## src/hw/rtl/setq_pkg.sv

```systemverilog
// Shared types and constants of the scope edge trigger qualifier.
`default_nettype none
package setq_pkg;

    localparam int unsigned SampleWidth   = 12;
    localparam int unsigned PosWidth      = 10;
    localparam int unsigned DefaultDepth  = 1024;

    localparam logic [SampleWidth-1:0] Hysteresis   = 12'd5;
    localparam logic [SampleWidth-1:0] HighClamp    = 12'd4094;
    localparam logic [SampleWidth-1:0] LowFloor     = 12'd1;
    localparam logic [SampleWidth-1:0] LevelReset   = 12'd2048;

    // Phase codes as seen on the result stream.
    localparam logic [1:0] PH_ARMING    = 2'd0;
    localparam logic [1:0] PH_ARMED     = 2'd1;
    localparam logic [1:0] PH_TRIGGERED = 2'd2;

    // Edge codes of the trigger_edge register.
    localparam logic [1:0] EDGE_RISING  = 2'd0;
    localparam logic [1:0] EDGE_FALLING = 2'd1;
    localparam logic [1:0] EDGE_BOTH    = 2'd2;

    // Configuration register indexes.
    localparam logic REG_LEVEL = 1'b0;
    localparam logic REG_EDGE  = 1'b1;

    // Input command codes.
    localparam logic CMD_SAMPLE = 1'b0;
    localparam logic CMD_REARM  = 1'b1;

    typedef struct packed {
        logic [SampleWidth-1:0] low;
        logic [SampleWidth-1:0] high;
        logic                   falling;
    } t_thresholds;

    typedef struct packed {
        logic [1:0]          phase;
        logic                pulse;
        logic [PosWidth-1:0] position;
    } t_result;

endpackage
`default_nettype wire

```

## src/hw/rtl/scope_edge_trigger_qualifier_core.sv

```systemverilog
// Top level of the scope edge trigger qualifier: stream ports and result register.
// Each sample beat on the slave stream yields one result beat on the master stream, in the
// cycle after it is taken. The block sustains one beat per clock: the phase sequencer
// updates in the cycle a beat is accepted and the result sits in a single output register,
// so a new beat is taken whenever that register is empty or being drained in the same cycle.
// The trigger arms after two consecutive samples beyond the level on the far side of the
// band (level minus five for rising, plus five for falling), then fires after two
// consecutive samples across the other side; a beat with tuser high rearms and clears the
// sample counter. Configuration writes apply from the next sample and must be made with
// the stream idle.
`default_nettype none
module scope_edge_trigger_qualifier_core
    import setq_pkg::*;
#(
    parameter int unsigned BUFFER_DEPTH = DefaultDepth
) (
    input  wire logic        i_clk,
    input  wire logic        i_rst_n,
    // Configuration write channel
    input  wire logic        i_cfg_valid,
    output logic             o_cfg_ready,
    input  wire logic        i_cfg_index,
    input  wire logic [11:0] i_cfg_data,
    // Slave stream
    input  wire logic        s_axis_tvalid,
    output logic             s_axis_tready,
    input  wire logic [15:0] s_axis_tdata,  // [11:0] sample, [15:12] zero
    input  wire logic        s_axis_tuser,  // [0] command
    // Master stream
    output logic             m_axis_tvalid,
    input  wire logic        m_axis_tready,
    output logic [15:0]      m_axis_tdata   // [1:0] phase, [2] trigger_pulse,
                                            // [12:3] trigger_position, [15:13] zero
);

    t_thresholds thr;
    t_result     result;
    t_result     r_result;
    logic        r_valid;
    logic        s_accept;

    assign o_cfg_ready   = 1'b1;
    assign s_axis_tready = !r_valid || m_axis_tready;
    assign s_accept      = s_axis_tvalid && s_axis_tready;

    setq_cfg_regs u_cfg (
        .i_clk      (i_clk),
        .i_rst_n    (i_rst_n),
        .i_wr_en    (i_cfg_valid && o_cfg_ready),
        .i_wr_index (i_cfg_index),
        .i_wr_data  (i_cfg_data),
        .o_thr      (thr)
    );

    setq_qualifier #(
        .BUFFER_DEPTH (BUFFER_DEPTH)
    ) u_qual (
        .i_clk     (i_clk),
        .i_rst_n   (i_rst_n),
        .i_en      (s_accept),
        .i_command (s_axis_tuser),
        .i_sample  (s_axis_tdata[SampleWidth-1:0]),
        .i_thr     (thr),
        .o_result  (result)
    );

    always_ff @(posedge i_clk) begin
        if (!i_rst_n) begin
            r_valid <= 1'b0;
        end else if (s_accept) begin
            r_valid <= 1'b1;
        end else if (m_axis_tready) begin
            r_valid <= 1'b0;
        end
    end

    always_ff @(posedge i_clk) begin
        if (s_accept) begin
            r_result <= result;
        end
    end

    assign m_axis_tvalid = r_valid;
    assign m_axis_tdata  = {3'b000, r_result.position, r_result.pulse, r_result.phase};

`ifndef SYNTHESIS
    // A trigger pulse only ever comes with the triggered phase.
    a_pulse_phase: assert property (@(posedge i_clk) disable iff (!i_rst_n)
        (m_axis_tvalid && m_axis_tdata[2]) |-> (m_axis_tdata[1:0] == PH_TRIGGERED))
        else $error("trigger pulse outside triggered phase");

    // A rearm beat always yields arming with position cleared.
    a_rearm_result: assert property (@(posedge i_clk) disable iff (!i_rst_n)
        (s_accept && s_axis_tuser == CMD_REARM) |=>
        (m_axis_tvalid && m_axis_tdata[12:0] == 13'd0))
        else $error("rearm did not clear the result");

    // The input stalls only while a result is held back.
    a_stall_cause: assert property (@(posedge i_clk) disable iff (!i_rst_n)
        !s_axis_tready |-> (m_axis_tvalid && !m_axis_tready))
        else $error("input stalled without output back-pressure");

    // Outside the triggered phase the position reads as zero.
    a_pos_zero: assert property (@(posedge i_clk) disable iff (!i_rst_n)
        (m_axis_tvalid && m_axis_tdata[1:0] != PH_TRIGGERED) |-> (m_axis_tdata[12:3] == 10'd0))
        else $error("position set outside triggered phase");
`endif

endmodule
`default_nettype wire

```

## src/hw/rtl/setq_cfg_regs.sv

```systemverilog
// Configuration registers and hysteresis threshold derivation.
`default_nettype none
module setq_cfg_regs
    import setq_pkg::*;
(
    input  wire logic                   i_clk,
    input  wire logic                   i_rst_n,
    input  wire logic                   i_wr_en,
    input  wire logic                   i_wr_index,
    input  wire logic [SampleWidth-1:0] i_wr_data,
    output t_thresholds                 o_thr
);

    logic [SampleWidth-1:0] r_level;
    logic [1:0]             r_edge;
    logic [SampleWidth:0]   sum_high;

    always_ff @(posedge i_clk) begin
        if (!i_rst_n) begin
            r_level <= LevelReset;
            r_edge  <= EDGE_RISING;
        end else if (i_wr_en) begin
            unique case (i_wr_index)
                REG_LEVEL: r_level <= i_wr_data;
                REG_EDGE:  r_edge  <= i_wr_data[1:0];
                default:   r_level <= r_level;
            endcase
        end
    end

    assign sum_high = {1'b0, r_level} + {1'b0, Hysteresis};

    always_comb begin
        // A level below the hysteresis band floors the low bound at one.
        o_thr.low  = (r_level < Hysteresis) ? LowFloor : (r_level - Hysteresis);
        o_thr.high = (sum_high > {1'b0, HighClamp}) ? HighClamp : sum_high[SampleWidth-1:0];
        // Both-edge mode and the unused code behave as rising.
        o_thr.falling = (r_edge == EDGE_FALLING);
    end

endmodule
`default_nettype wire

```

## src/hw/rtl/setq_qualifier.sv

```systemverilog
// Trigger phase sequencer with two-sample qualification and sample counter.
`default_nettype none
module setq_qualifier
    import setq_pkg::*;
#(
    parameter int unsigned BUFFER_DEPTH = DefaultDepth
) (
    input  wire logic                   i_clk,
    input  wire logic                   i_rst_n,
    input  wire logic                   i_en,
    input  wire logic                   i_command,
    input  wire logic [SampleWidth-1:0] i_sample,
    input  wire t_thresholds            i_thr,
    output t_result                     o_result
);

    localparam int unsigned CntWidth = $clog2(BUFFER_DEPTH);
    localparam int unsigned ExtWidth = (CntWidth > PosWidth) ? CntWidth : PosWidth;

    typedef enum logic [1:0] {
        ST_ARMING    = PH_ARMING,
        ST_ARMED     = PH_ARMED,
        ST_TRIGGERED = PH_TRIGGERED
    } t_phase;

    t_phase              r_phase, n_phase;
    logic                r_prev_met, n_prev_met;
    logic [CntWidth-1:0] r_cnt, n_cnt;
    logic [CntWidth-1:0] r_held, n_held;
    logic                met;
    logic                pulse;
    logic [ExtWidth-1:0] held_ext;

    always_comb begin
        met = 1'b0;
        unique case (r_phase)
            ST_ARMING: met = i_thr.falling ? (i_sample > i_thr.high) : (i_sample < i_thr.low);
            ST_ARMED:  met = i_thr.falling ? (i_sample <= i_thr.low) : (i_sample >= i_thr.high);
            default:   met = 1'b0;
        endcase
    end

    always_comb begin
        n_phase    = r_phase;
        n_prev_met = r_prev_met;
        n_cnt      = r_cnt;
        n_held     = r_held;
        pulse      = 1'b0;
        if (i_command == CMD_REARM) begin
            n_phase    = ST_ARMING;
            n_prev_met = 1'b0;
            n_cnt      = '0;
            n_held     = '0;
        end else begin
            if (r_phase != ST_TRIGGERED) begin
                if (met && r_prev_met) begin
                    // A completed pair ends the phase; the next pair starts afresh.
                    n_prev_met = 1'b0;
                    if (r_phase == ST_ARMING) begin
                        n_phase = ST_ARMED;
                    end else begin
                        n_phase = ST_TRIGGERED;
                        n_held  = r_cnt;
                        pulse   = 1'b1;
                    end
                end else begin
                    n_prev_met = met;
                end
            end
            n_cnt = (r_cnt == CntWidth'(BUFFER_DEPTH - 1)) ? '0 : r_cnt + 1'b1;
        end
    end

    always_ff @(posedge i_clk) begin
        if (!i_rst_n) begin
            r_phase    <= ST_ARMING;
            r_prev_met <= 1'b0;
            r_cnt      <= '0;
            r_held     <= '0;
        end else if (i_en) begin
            r_phase    <= n_phase;
            r_prev_met <= n_prev_met;
            r_cnt      <= n_cnt;
            r_held     <= n_held;
        end
    end

    assign held_ext = ExtWidth'(n_held);

    always_comb begin
        o_result.phase    = n_phase;
        o_result.pulse    = pulse;
        o_result.position = (n_phase == ST_TRIGGERED) ? held_ext[PosWidth-1:0] : '0;
    end

endmodule
`default_nettype wire
```

## config.mk

```make
export PLATFORM = sky130hd
export DESIGN_NAME = scope_edge_trigger_qualifier_core
export DESIGN_NICKNAME = d
export VERILOG_FILES = /design/src/hw/rtl/setq_pkg.sv /design/src/hw/rtl/scope_edge_trigger_qualifier_core.sv /design/src/hw/rtl/setq_cfg_regs.sv /design/src/hw/rtl/setq_qualifier.sv
export SDC_FILE = /design/constraint.sdc
export NUM_CORES = 1
export LEC_CHECK = 0
export BUFFER_PORTS_ARGS = -buffer_cell sky130_fd_sc_hd__buf_2
export CAP_MARGIN = 20
export CORE_MARGIN = 1
export CORE_UTILIZATION = 57
export CTS_BUF_LIST = sky130_fd_sc_hd__clkbuf_16
export CTS_CLUSTER_SIZE = 25
export DETAILED_ROUTE_END_ITERATION = 16
export PLACE_DENSITY = 0.8
export SLEW_MARGIN = 40
export SYNTH_ARGS = -nofsm -noshare
export SYNTH_HDL_FRONTEND = slang
export SYNTH_SLANG_ARGS = --single-unit
```

## constraint.sdc

```tcl
create_clock -name i_clk -period 4.95 [get_ports i_clk]
set_input_delay 0.99 -clock i_clk [delete_from_list [all_inputs] [get_ports i_clk]]
set_output_delay 0.99 -clock i_clk [all_outputs]
set_load 0.01 [all_outputs]
```

* Yosys cells after proc, flatten, opt, wreduce, memory -nomap -nowiden
Cells that the tools add are included.
Word-level totals: register bits 51, input port bits 35, logic and storage cells 59
Cells by class: mux-type cells 21, equality and inequality tests 5, bitwise gates (word level) 3, reduce and logical (&&, ||, !) cells 11, order comparisons 6, add/sub/neg operators 3
Operator list (count):
- 10-bit 2-to-1 mux | 6
- 12-bit 2-to-1 mux | 2
- 12-bit by 3-bit adder with 13-bit output, second input constant | 1
- 13-bit by 12-bit > comparator with 1-bit output, second input constant | 1
- 12-bit >= comparator | 1
- 12-bit > comparator | 1
- 12-bit less-or-equal comparator | 1
- 12-bit less-than comparator | 1
- 12-bit by 3-bit less-than comparator with 1-bit output, second input constant | 1
- 12-bit by 3-bit subtractor with 12-bit output, second input constant | 1
- 10-bit by 1-bit adder with 10-bit output, second input constant | 1
- 10-bit == test, second input constant | 1
- 1-bit 2-to-1 mux | 8
- 2-bit 2-to-1 mux | 4
- 2-bit AND reduction | 3
- 2-bit by 1-bit == test with 1-bit output, second input constant | 2
- 2-bit nonzero test | 2
- 1-bit NOT | 3
- 3-bit OR reduction | 1
- 2-bit == test, second input constant | 1
- 1-bit logical AND | 2
- 2-bit zero test | 1
- 2-bit inequality test, second input constant | 1
- 1-bit case mux with 2 select lines | 1
- other kinds (2) | 2

* Longest topological paths before layout
Gate-level depths: netlist of run 1.
word-level depth 11, mapped depth 17, gate-level depth less buffers 16

* Modules after synthesis
Synthesis of run 1 repeated with hierarchy kept, for this count alone.
Unflattened totals: cells, all modules 432, area, all modules 3585.9 µm²
By module, submodules not included:
- setq_qualifier | seq. area each 460.4 µm², area an instance 1871.8 µm², cells an instance 238, times used 1
- setq_cfg_regs | seq. area each 280.3 µm², area an instance 1228.7 µm², cells an instance 170, times used 1
- scope_edge_trigger_qualifier_core | seq. area each 410.4 µm², area an instance 485.5 µm², cells an instance 24, times used 1

* Least setup slack after synthesis of run 1
No wires, ideal clock.
path kind flip-flop to flip-flop, start register u_cfg.r_level[0], end register r_result (netlist bit m_axis_tdata[10]), data pin, required time 4.684 ns, stages on the path, launching flop included 18, path slack 1.180 ns, period minus slack after synthesis 3.770 ns, buffers on the path 1, arrival 3.504 ns, cells stage by stage dfxtp_1 > ha_1 > o21ai_2 > nor2_2 > nand2_1 > o31ai_1 > a32oi_1 > o41ai_4 > nor2_1 > ha_1 > nor2b_1 > o211ai_1 > a211o_1 > a31oi_1 > a311o_2 > buf_6 > a32oi_1 > nor2_1
On the way: cells in the longest elaborated chain, start to end 11
Ends and longest elaborated chain:
- start: declaration | RTL line setq_cfg_regs.sv:14 | logic [SampleWidth-1:0] r_level;
- start signal: assignment | RTL line setq_cfg_regs.sv:20 | r_level <= LevelReset;
- start signal: assignment | RTL line setq_cfg_regs.sv:24 | REG_LEVEL: r_level <= i_wr_data;
- start signal: assignment | RTL line setq_cfg_regs.sv:26 | default: r_level <= r_level;
- 12-bit by 3-bit adder with 13-bit output | RTL line setq_cfg_regs.sv:31 | assign sum_high = {1'b0, r_level} + {1'b0, Hysteresis};
- 13-bit by 12-bit > comparator with 1-bit output | RTL line setq_cfg_regs.sv:36 | o_thr.high = (sum_high > {1'b0, HighClamp}) ? HighClamp : sum_high[SampleWidth-1:0];
- 12-bit 2-to-1 mux | RTL line setq_cfg_regs.sv:36
- 12-bit >= comparator or 12-bit > comparator (tied branches) | RTL line setq_qualifier.sv:38, setq_qualifier.sv:37
- 1-bit 2-to-1 mux, on equally long branches | RTL line setq_qualifier.sv:38, setq_qualifier.sv:37
- 1-bit case mux with 2 select lines (*) | RTL line setq_qualifier.sv:36 | unique case (r_phase)
- 1-bit logical AND (*) | RTL line setq_qualifier.sv:56 | if (met && r_prev_met) begin
- 2-bit 2-to-1 mux | RTL line setq_qualifier.sv:56
- 2-bit 2-to-1 mux | RTL line setq_qualifier.sv:55 | if (r_phase != ST_TRIGGERED) begin
- 2-bit 2-to-1 mux | RTL line setq_qualifier.sv:49 | if (i_command == CMD_REARM) begin
- 2-bit == test | RTL line setq_qualifier.sv:93 | o_result.position = (n_phase == ST_TRIGGERED) ? held_ext[PosWidth-1:0] : '0;
- end signal: assignment | RTL line scope_edge_trigger_qualifier_core.sv:79 | r_result <= result;
- end: declaration | RTL line scope_edge_trigger_qualifier_core.sv:38 | t_result r_result;
Mark *: on every way between the ends. The rest lies on a longest branch, timed or not. A chain may end at the register's enable or synchronous reset.

* Worst setup path after layout of run 1
start register u_cfg.r_level[0], end register r_result (netlist bit m_axis_tdata[12]), data pin
Same word-level chain as after synthesis.

==> impl_metrics.ini, run 1 <==
[synthesis]
synth_top_area_share_pct = 21.2
synth_edf_count = 13
ys.flop_type = dfxtp_1
yosysWarnings = 0
synthCells = 453
synth.distinct_cells = 54
synth_top_area_cell = dfxtp_1
yosysMostFrequentCell = nand2_1
async_flop_share_pct = 0
synthTopCellsByArea = dfxtp_1 (21%), edfxtp_1 (11%), ha_1 (9.8%)
avgSynthCellArea_um2 = 7.92
mappedNetlistArea_um2 = 3590
yosys_register_bits = 51
synth_common_cells = nand2_1 (70), dfxtp_1 (38), nor2_1 (37)
ys_seq_area_share_pct = 32.1

[floorplan]
die_h_um = 81.3
initial_utilization_pct = 59.9
io_pins = 54
num_rows = 28
die-area_um2 = 6610
coreArea_um2 = 5990
die_w_um = 81.3

[final_layout]
design_area_um2 = 3920
diodes = 0
drive_above_1_share_pct = 14.5
area_growth_pct = 9.38
fin_cells = 551
nets = 538
fin_util_pct = 65.5

[power_and_ir_drop]
internal_power_mw = 0.712
powerDensity_nw_per_um2 = 262
clkPwrFrac_pct = 34.4
pwr-share-comb_pct = 21.3
peakVddDrop_v = 0.000231
netSwitchingFraction_pct = 30.7
p_switching_mw = 0.315
seqPwrFrac_pct = 44.3
total_power_mw = 1.03
p_leak_nw = 1.55

[setup_path]
cp_data_arrival_time_ns = 4.69
cp_slowest_stage_delay_ns = 0.56
crit_type = reg -> reg
crit_required_ns = 5.08
path_cells = ha_1, o21ai_2, nor2_2, nand3b_1, o22ai_1, a32oi_1, o41ai_4, nor2_1, ha_1, nand4_1, nor3_1, or4_1, a31oi_1, a311o_2, a32oi_1, nor2_1
start_kind = flip-flop
crit_fanout = 24
slowest_stage = o41ai_4
crit_path_end_kind = flip-flop

[timing]
final.period_utilization_pct = 92.2
rsz0062_at_grt = no
fin_hold_ws_ns = 0.455
worst_pin_slew_ns = 0.769
finalWorstSetupSlack_ns = 0.386
skew_ns = 0.00878
slew_headroom_pct = 48.7
fin_tns_setup_ns = 0
fmax_mhz = 219
hold_violations = 0
fin_crit_ns = 4.56
setup_viol = 0
slew_viol_final = 0

[placement]
placed_cells = 543
place_area_um2 = 3770
port_buffers = 45
place_congestion = 0.908
post-place-ws_ns = 0.415
hpwl_mm = 5.84

[global_route]
grt_max_degree = 43
grt_pass1_wl_mm = 13.3
antenna_found_initial = 0
grt_pass1_vias = 2881
grtUsageTotal_pct = 25.6
grt_overflow = 0

[route]
drt-vias-per-instance = 5.95
wl_mm = 8.00
dr.pass1.iters = 5
avgRoutedWirePerCell_um = 14.5
routed-via-count = 3278
drt_iter0_markers = 339
drc = 0
postRouteAntennaNets = 0

[clock_tree]
clk_pin_slew_worst_paths_ns = 0.08
cts_tree = yes
insertion_delay_ns = 0.29
cts_made_buffers = 5
clock-sinks = 51
htree_levels = 2
clockRootBuffer = clkbuf_16
cts_max_path_buffers = 2
cts_resized = 0
cts_hold_buf = 0
post_cts_buffers = 0

[run]
max-cap-violations = 0

[worst_hold_path]
hp-class = reg -> reg

[outcome]
status = finished, final reports clean
## layout make-up
type | instances | area (µm²)
Clock buffer | 5 | 125
Clock inverter | 3 | 27.5
Fill cell | 514 | 2070
Inverter | 11 | 41.3
Multi-Input combinational cell | 360 | 2250
Sequential cell | 51 | 1150
Tap cell | 75 | 93.8
Timing Repair Buffer | 46 | 233
## power by group through the flow
stage	Clock, mW	Sequential [mW]	Combinational [mW]
2_1_floorplan	0	0.458	0.172
3_3_place_gp	0	0.464	0.203
3_5_place_dp	0	0.465	0.216
4_1_cts	0.358	0.455	0.216
5_1_grt	0.374	0.459	0.243
6_report	0.353	0.455	0.219
## worst paths after layout
kind	start	endpoint	cells past startpoint	slack, ns
setup / recovery	u_cfg.r_level[0]$_SDFFE_PN0P_	m_axis_tdata[12]$_SDFFCE_PP0P_	16	0.39
hold / removal	u_cfg.r_edge[0]$_SDFFE_PN0P_	u_cfg.r_edge[0]$_SDFFE_PN0P_	2	0.46
setup reg to reg	u_cfg.r_level[0]$_SDFFE_PN0P_	m_axis_tdata[12]$_SDFFCE_PP0P_	16	0.39
hold reg to reg	u_cfg.r_edge[0]$_SDFFE_PN0P_	u_cfg.r_edge[0]$_SDFFE_PN0P_	2	0.46
## flip-flops by register name, indices dropped and copies added (netlist names)
name	count
u_cfg.r_level	12
u_qual.r_prev_met	1
u_qual.r_cnt	10
u_qual.r_held	10
u_qual.r_phase	2
u_cfg.r_edge	2
m_axis_tdata	13
m_axis_tvalid	1
## per-layer routing
layer  part of all wire, %  track usage (%)  up-vias
li1                      -                -     1654
met1                    48             37.8     1481
met2                    44             39.3      136
met3                   6.6             3.82        7
met4                  0.74             5.00        0
met5                     0                0        -
## cells in the final DEF (no fill, tap or decap), types with 2 or more instances in the layout
master / synthesis / final
nand3_1: 22 / 22
a211oi_1: 2 / 2
nor3b_1: 11 / 11
nand4_1: 7 / 7
edfxtp_1: 13 / 13
nor2b_2: 0 / 2
nand2_1: 70 / 69
mux2i_1: 2 / 2
nand3b_1: 3 / 3
dfxtp_1: 38 / 38
nor2b_1: 17 / 15
a32oi_1: 12 / 12
nor4_1: 3 / 3
inv_1: 9 / 8
xor2_1: 10 / 10
ha_1: 28 / 28
o21ai_1: 11 / 11
and3_1: 7 / 7
nor3_1: 13 / 13
a31oi_1: 16 / 16
conb_1: 2 / 4
nand2b_1: 4 / 4
xnor2_1: 13 / 13
nand2_2: 2 / 3
nor2_1: 37 / 37
a21oi_1: 30 / 30
clkbuf_16: 0 / 5
o21ai_0: 13 / 13
o31ai_1: 2 / 2
inv_2: 1 / 2
buf_2: 3 / 45
a21o_1: 2 / 2
## worst max-delay path, delay by kind of cell (launching register included)
kind	cells	cell delay, ns
fa+ha+maj	2	0.64
compound gates	7	1.88
flops	1	0.53
simple gates	7	1.34
## kinds of logic (layout without fill, tap and decap cells)
family / Yosys count / in the layout / synth area share [%]
compound gates: 100 / 100 / 18.2
simple gates: 203 / 203 / 27.7
xor+xnor: 23 / 23 / 5.62
fa+ha+maj: 28 / 28 / 9.77
mux: 2 / 2 / 0.558
flops: 51 / 51 / 32.1
other cells: 2 / 4 / 0.209
buf+inv: 44 / 65 / 5.86
(Power assumes the default switching activity.)
==> run 2, diff against run 1 <==
==> constraint.sdc (replaced) <==
create_clock -name i_clk -period 4.4 [get_ports i_clk]
set_input_delay 0.88 -clock i_clk [delete_from_list [all_inputs] [get_ports i_clk]]
set_output_delay 0.88 -clock i_clk [all_outputs]
set_load 0.01 [all_outputs]
==> run 2 against run 1 <==
  * Hold slack about the same
  * Combinational power increased by 22%
  * Global-route usage up 0.12 points
  * First-iteration DRC count grew 8.6%
  * Clock skew is 0.00078 ns higher
  * Register-to-register slack got worse by 0.099 ns
  * Design area increased by 3.3%
  * Routed wire length up 0.25%
  * Sequential share of layout area fell by 0.93 points
  * Core utilization up 2.2 points
  * Largest power group unchanged
  * Clock-buffer cell count unchanged
  * Clock power is 44% higher
==> impl_metrics.ini, run 2 (synthesized netlist as in run 1, its figures left out) <==
[setup_path]
crit_path_end_kind = flip-flop
start_kind = flip-flop
crit_type = reg -> reg
crit_required_ns = 4.42
slowest_stage = a311oi_4
crit_fanout = 14
path_cells = o21ai_2, nor2_2, nand2_1, o31ai_1, a32oi_1, o41ai_4, buf_4, nor2_1, ha_1, nor2b_1, o211ai_1, a211o_1, a31oi_1, a311oi_4, or3_1, a21oi_1
cp_slowest_stage_delay_ns = 0.66
path_delay_family = compound AO/OA/AOI/OAI gates
critPathBufInv = 1
cp_data_arrival_time_ns = 4.13

[global_route]
grtUsageTotal_pct = 25.8
grt_pass1_wl_mm = 13.4
grt_max_degree = 43
antenna_found_initial = 0
grt_overflow = 0
grt_pass1_vias = 2936

[route]
avgRoutedWirePerCell_um = 14.3
postRouteAntennaNets = 0
drt_iter0_markers = 368
routed-via-count = 3329
drt-vias-per-instance = 5.93
drc = 0
dr.pass1.iters = 5
wl_mm = 8.02

[power_and_ir_drop]
p_leak_nw = 1.63
total_power_mw = 1.29
powerDensity_nw_per_um2 = 317
peakVddDrop_v = 0.000260

[clock_tree]
clock-sinks = 51
clk_pin_slew_worst_paths_ns = 0.07
cts_max_path_buffers = 2
cts_hold_buf = 0
cts_tree = yes
htree_levels = 2
cts_made_buffers = 5
insertion_delay_ns = 0.29
cts_resized = 0
clockRootBuffer = clkbuf_16
post_cts_buffers = 0

[final_layout]
largest_register_ffs = 13
fillCellCount = 524
final_common_cell = nand2_1
drive_above_1_share_pct = 16.0
diodes = 0
nets = 548
area_growth_pct = 13.0
regArea_um2 = 1150
final_cell_mix = nand2_1 (70), buf_2 (45), dfxtp_1 (38)
multiInputGateArea_um2 = 2250

[floorplan]
initial_utilization_pct = 59.9
num_rows = 28
die_w_um = 81.3
io_pins = 54
coreArea_um2 = 5990
die-area_um2 = 6610
die_h_um = 81.3

[timing]
hold_violations = 0
slew_headroom_pct = 46.4
fmax_mhz = 243
slew_viol_final = 0
setup_viol = 0
rsz0062_at_grt = no
fin_tns_setup_ns = 0
final.period_utilization_pct = 93.5
fin_crit_ns = 4.11
skew_ns = 0.00956
worst_pin_slew_ns = 0.803

[outcome]
status = finished, final reports clean

[worst_hold_path]
hp-class = reg -> reg

[placement]
hpwl_mm = 5.80
port_buffers = 45
place_congestion = 0.871

[run]
max-cap-violations = 0
-- run 2: path summary, 6_finish.rpt --
kind,startpoint,endpoint,slack (ns),cells after the start
hold reg to reg,u_cfg.r_edge[1]$_SDFFE_PN0P_,u_cfg.r_edge[1]$_SDFFE_PN0P_,0.46,2
hold / removal,u_cfg.r_edge[1]$_SDFFE_PN0P_,u_cfg.r_edge[1]$_SDFFE_PN0P_,0.46,2
setup reg to reg,u_cfg.r_level[2]$_SDFFE_PN0P_,m_axis_tdata[0]$_DFFE_PP_,0.29,16
setup / recovery,u_cfg.r_level[2]$_SDFFE_PN0P_,m_axis_tdata[0]$_DFFE_PP_,0.29,16
-- run 2: power by group --
group          internal (mW)  total (mW)  switching [mW]
registers              0.494       0.510          0.0155
clock network          0.330       0.509           0.180
logic                  0.104       0.267           0.163
-- run 2: worst reg2reg max path: stages (launching register included) --
cell and delay, ns:
dfxtp_1 0.53, o21ai_2 0.15, nor2_2 0.27, nand2_1 0.09, o31ai_1 0.22, a32oi_1 0.14
o41ai_4 0.35, buf_4 0.19, nor2_1 0.05, ha_1 0.29, nor2b_1 0.14, o211ai_1 0.16
a211o_1 0.17, a31oi_1 0.15, a311oi_4 0.66, or3_1 0.20, a21oi_1 0.07
-- run 2: layout make-up --
cell class | instances | area share, %
flip-flops and latches | 51 | 28.4
clock buffers | 5 | 3.09
well taps | 75 | 2.32
multi-input cells | 360 | 55.5
clock inverters | 3 | 1.76
repair buffers | 56 | 7.90
inverters | 11 | 1.02
-- run 2: layer usage --
layer	share of wire, %	GRT usage [%]	wire length, µm
met1	48	37.5	3880
met5	0	0	0
met3	6.3	4.16	505
met2	44	39.7	3550
met4	1.0	5.54	82
-- run 2: through the flow --
| stage | setup slack, ns | hold WS, ns | area, µm² | util (%) | cells |
|---|---|---|---|---|---|
| after floorplan | 0.630 | 0.431 | 3590 | - | 455 |
| after detailed placement | 0.344 | 0.446 | 3850 | 64.3 | 553 |
| after global routing | 0.000545 | 0.491 | 4050 | 67.6 | 561 |
| after CTS | 0.307 | 0.456 | 4050 | 67.6 | 561 |
| after global placement | 0.267 | 0.444 | 3840 | 64.1 | 553 |
| final | 0.287 | 0.455 | 4050 | 67.6 | 561 |
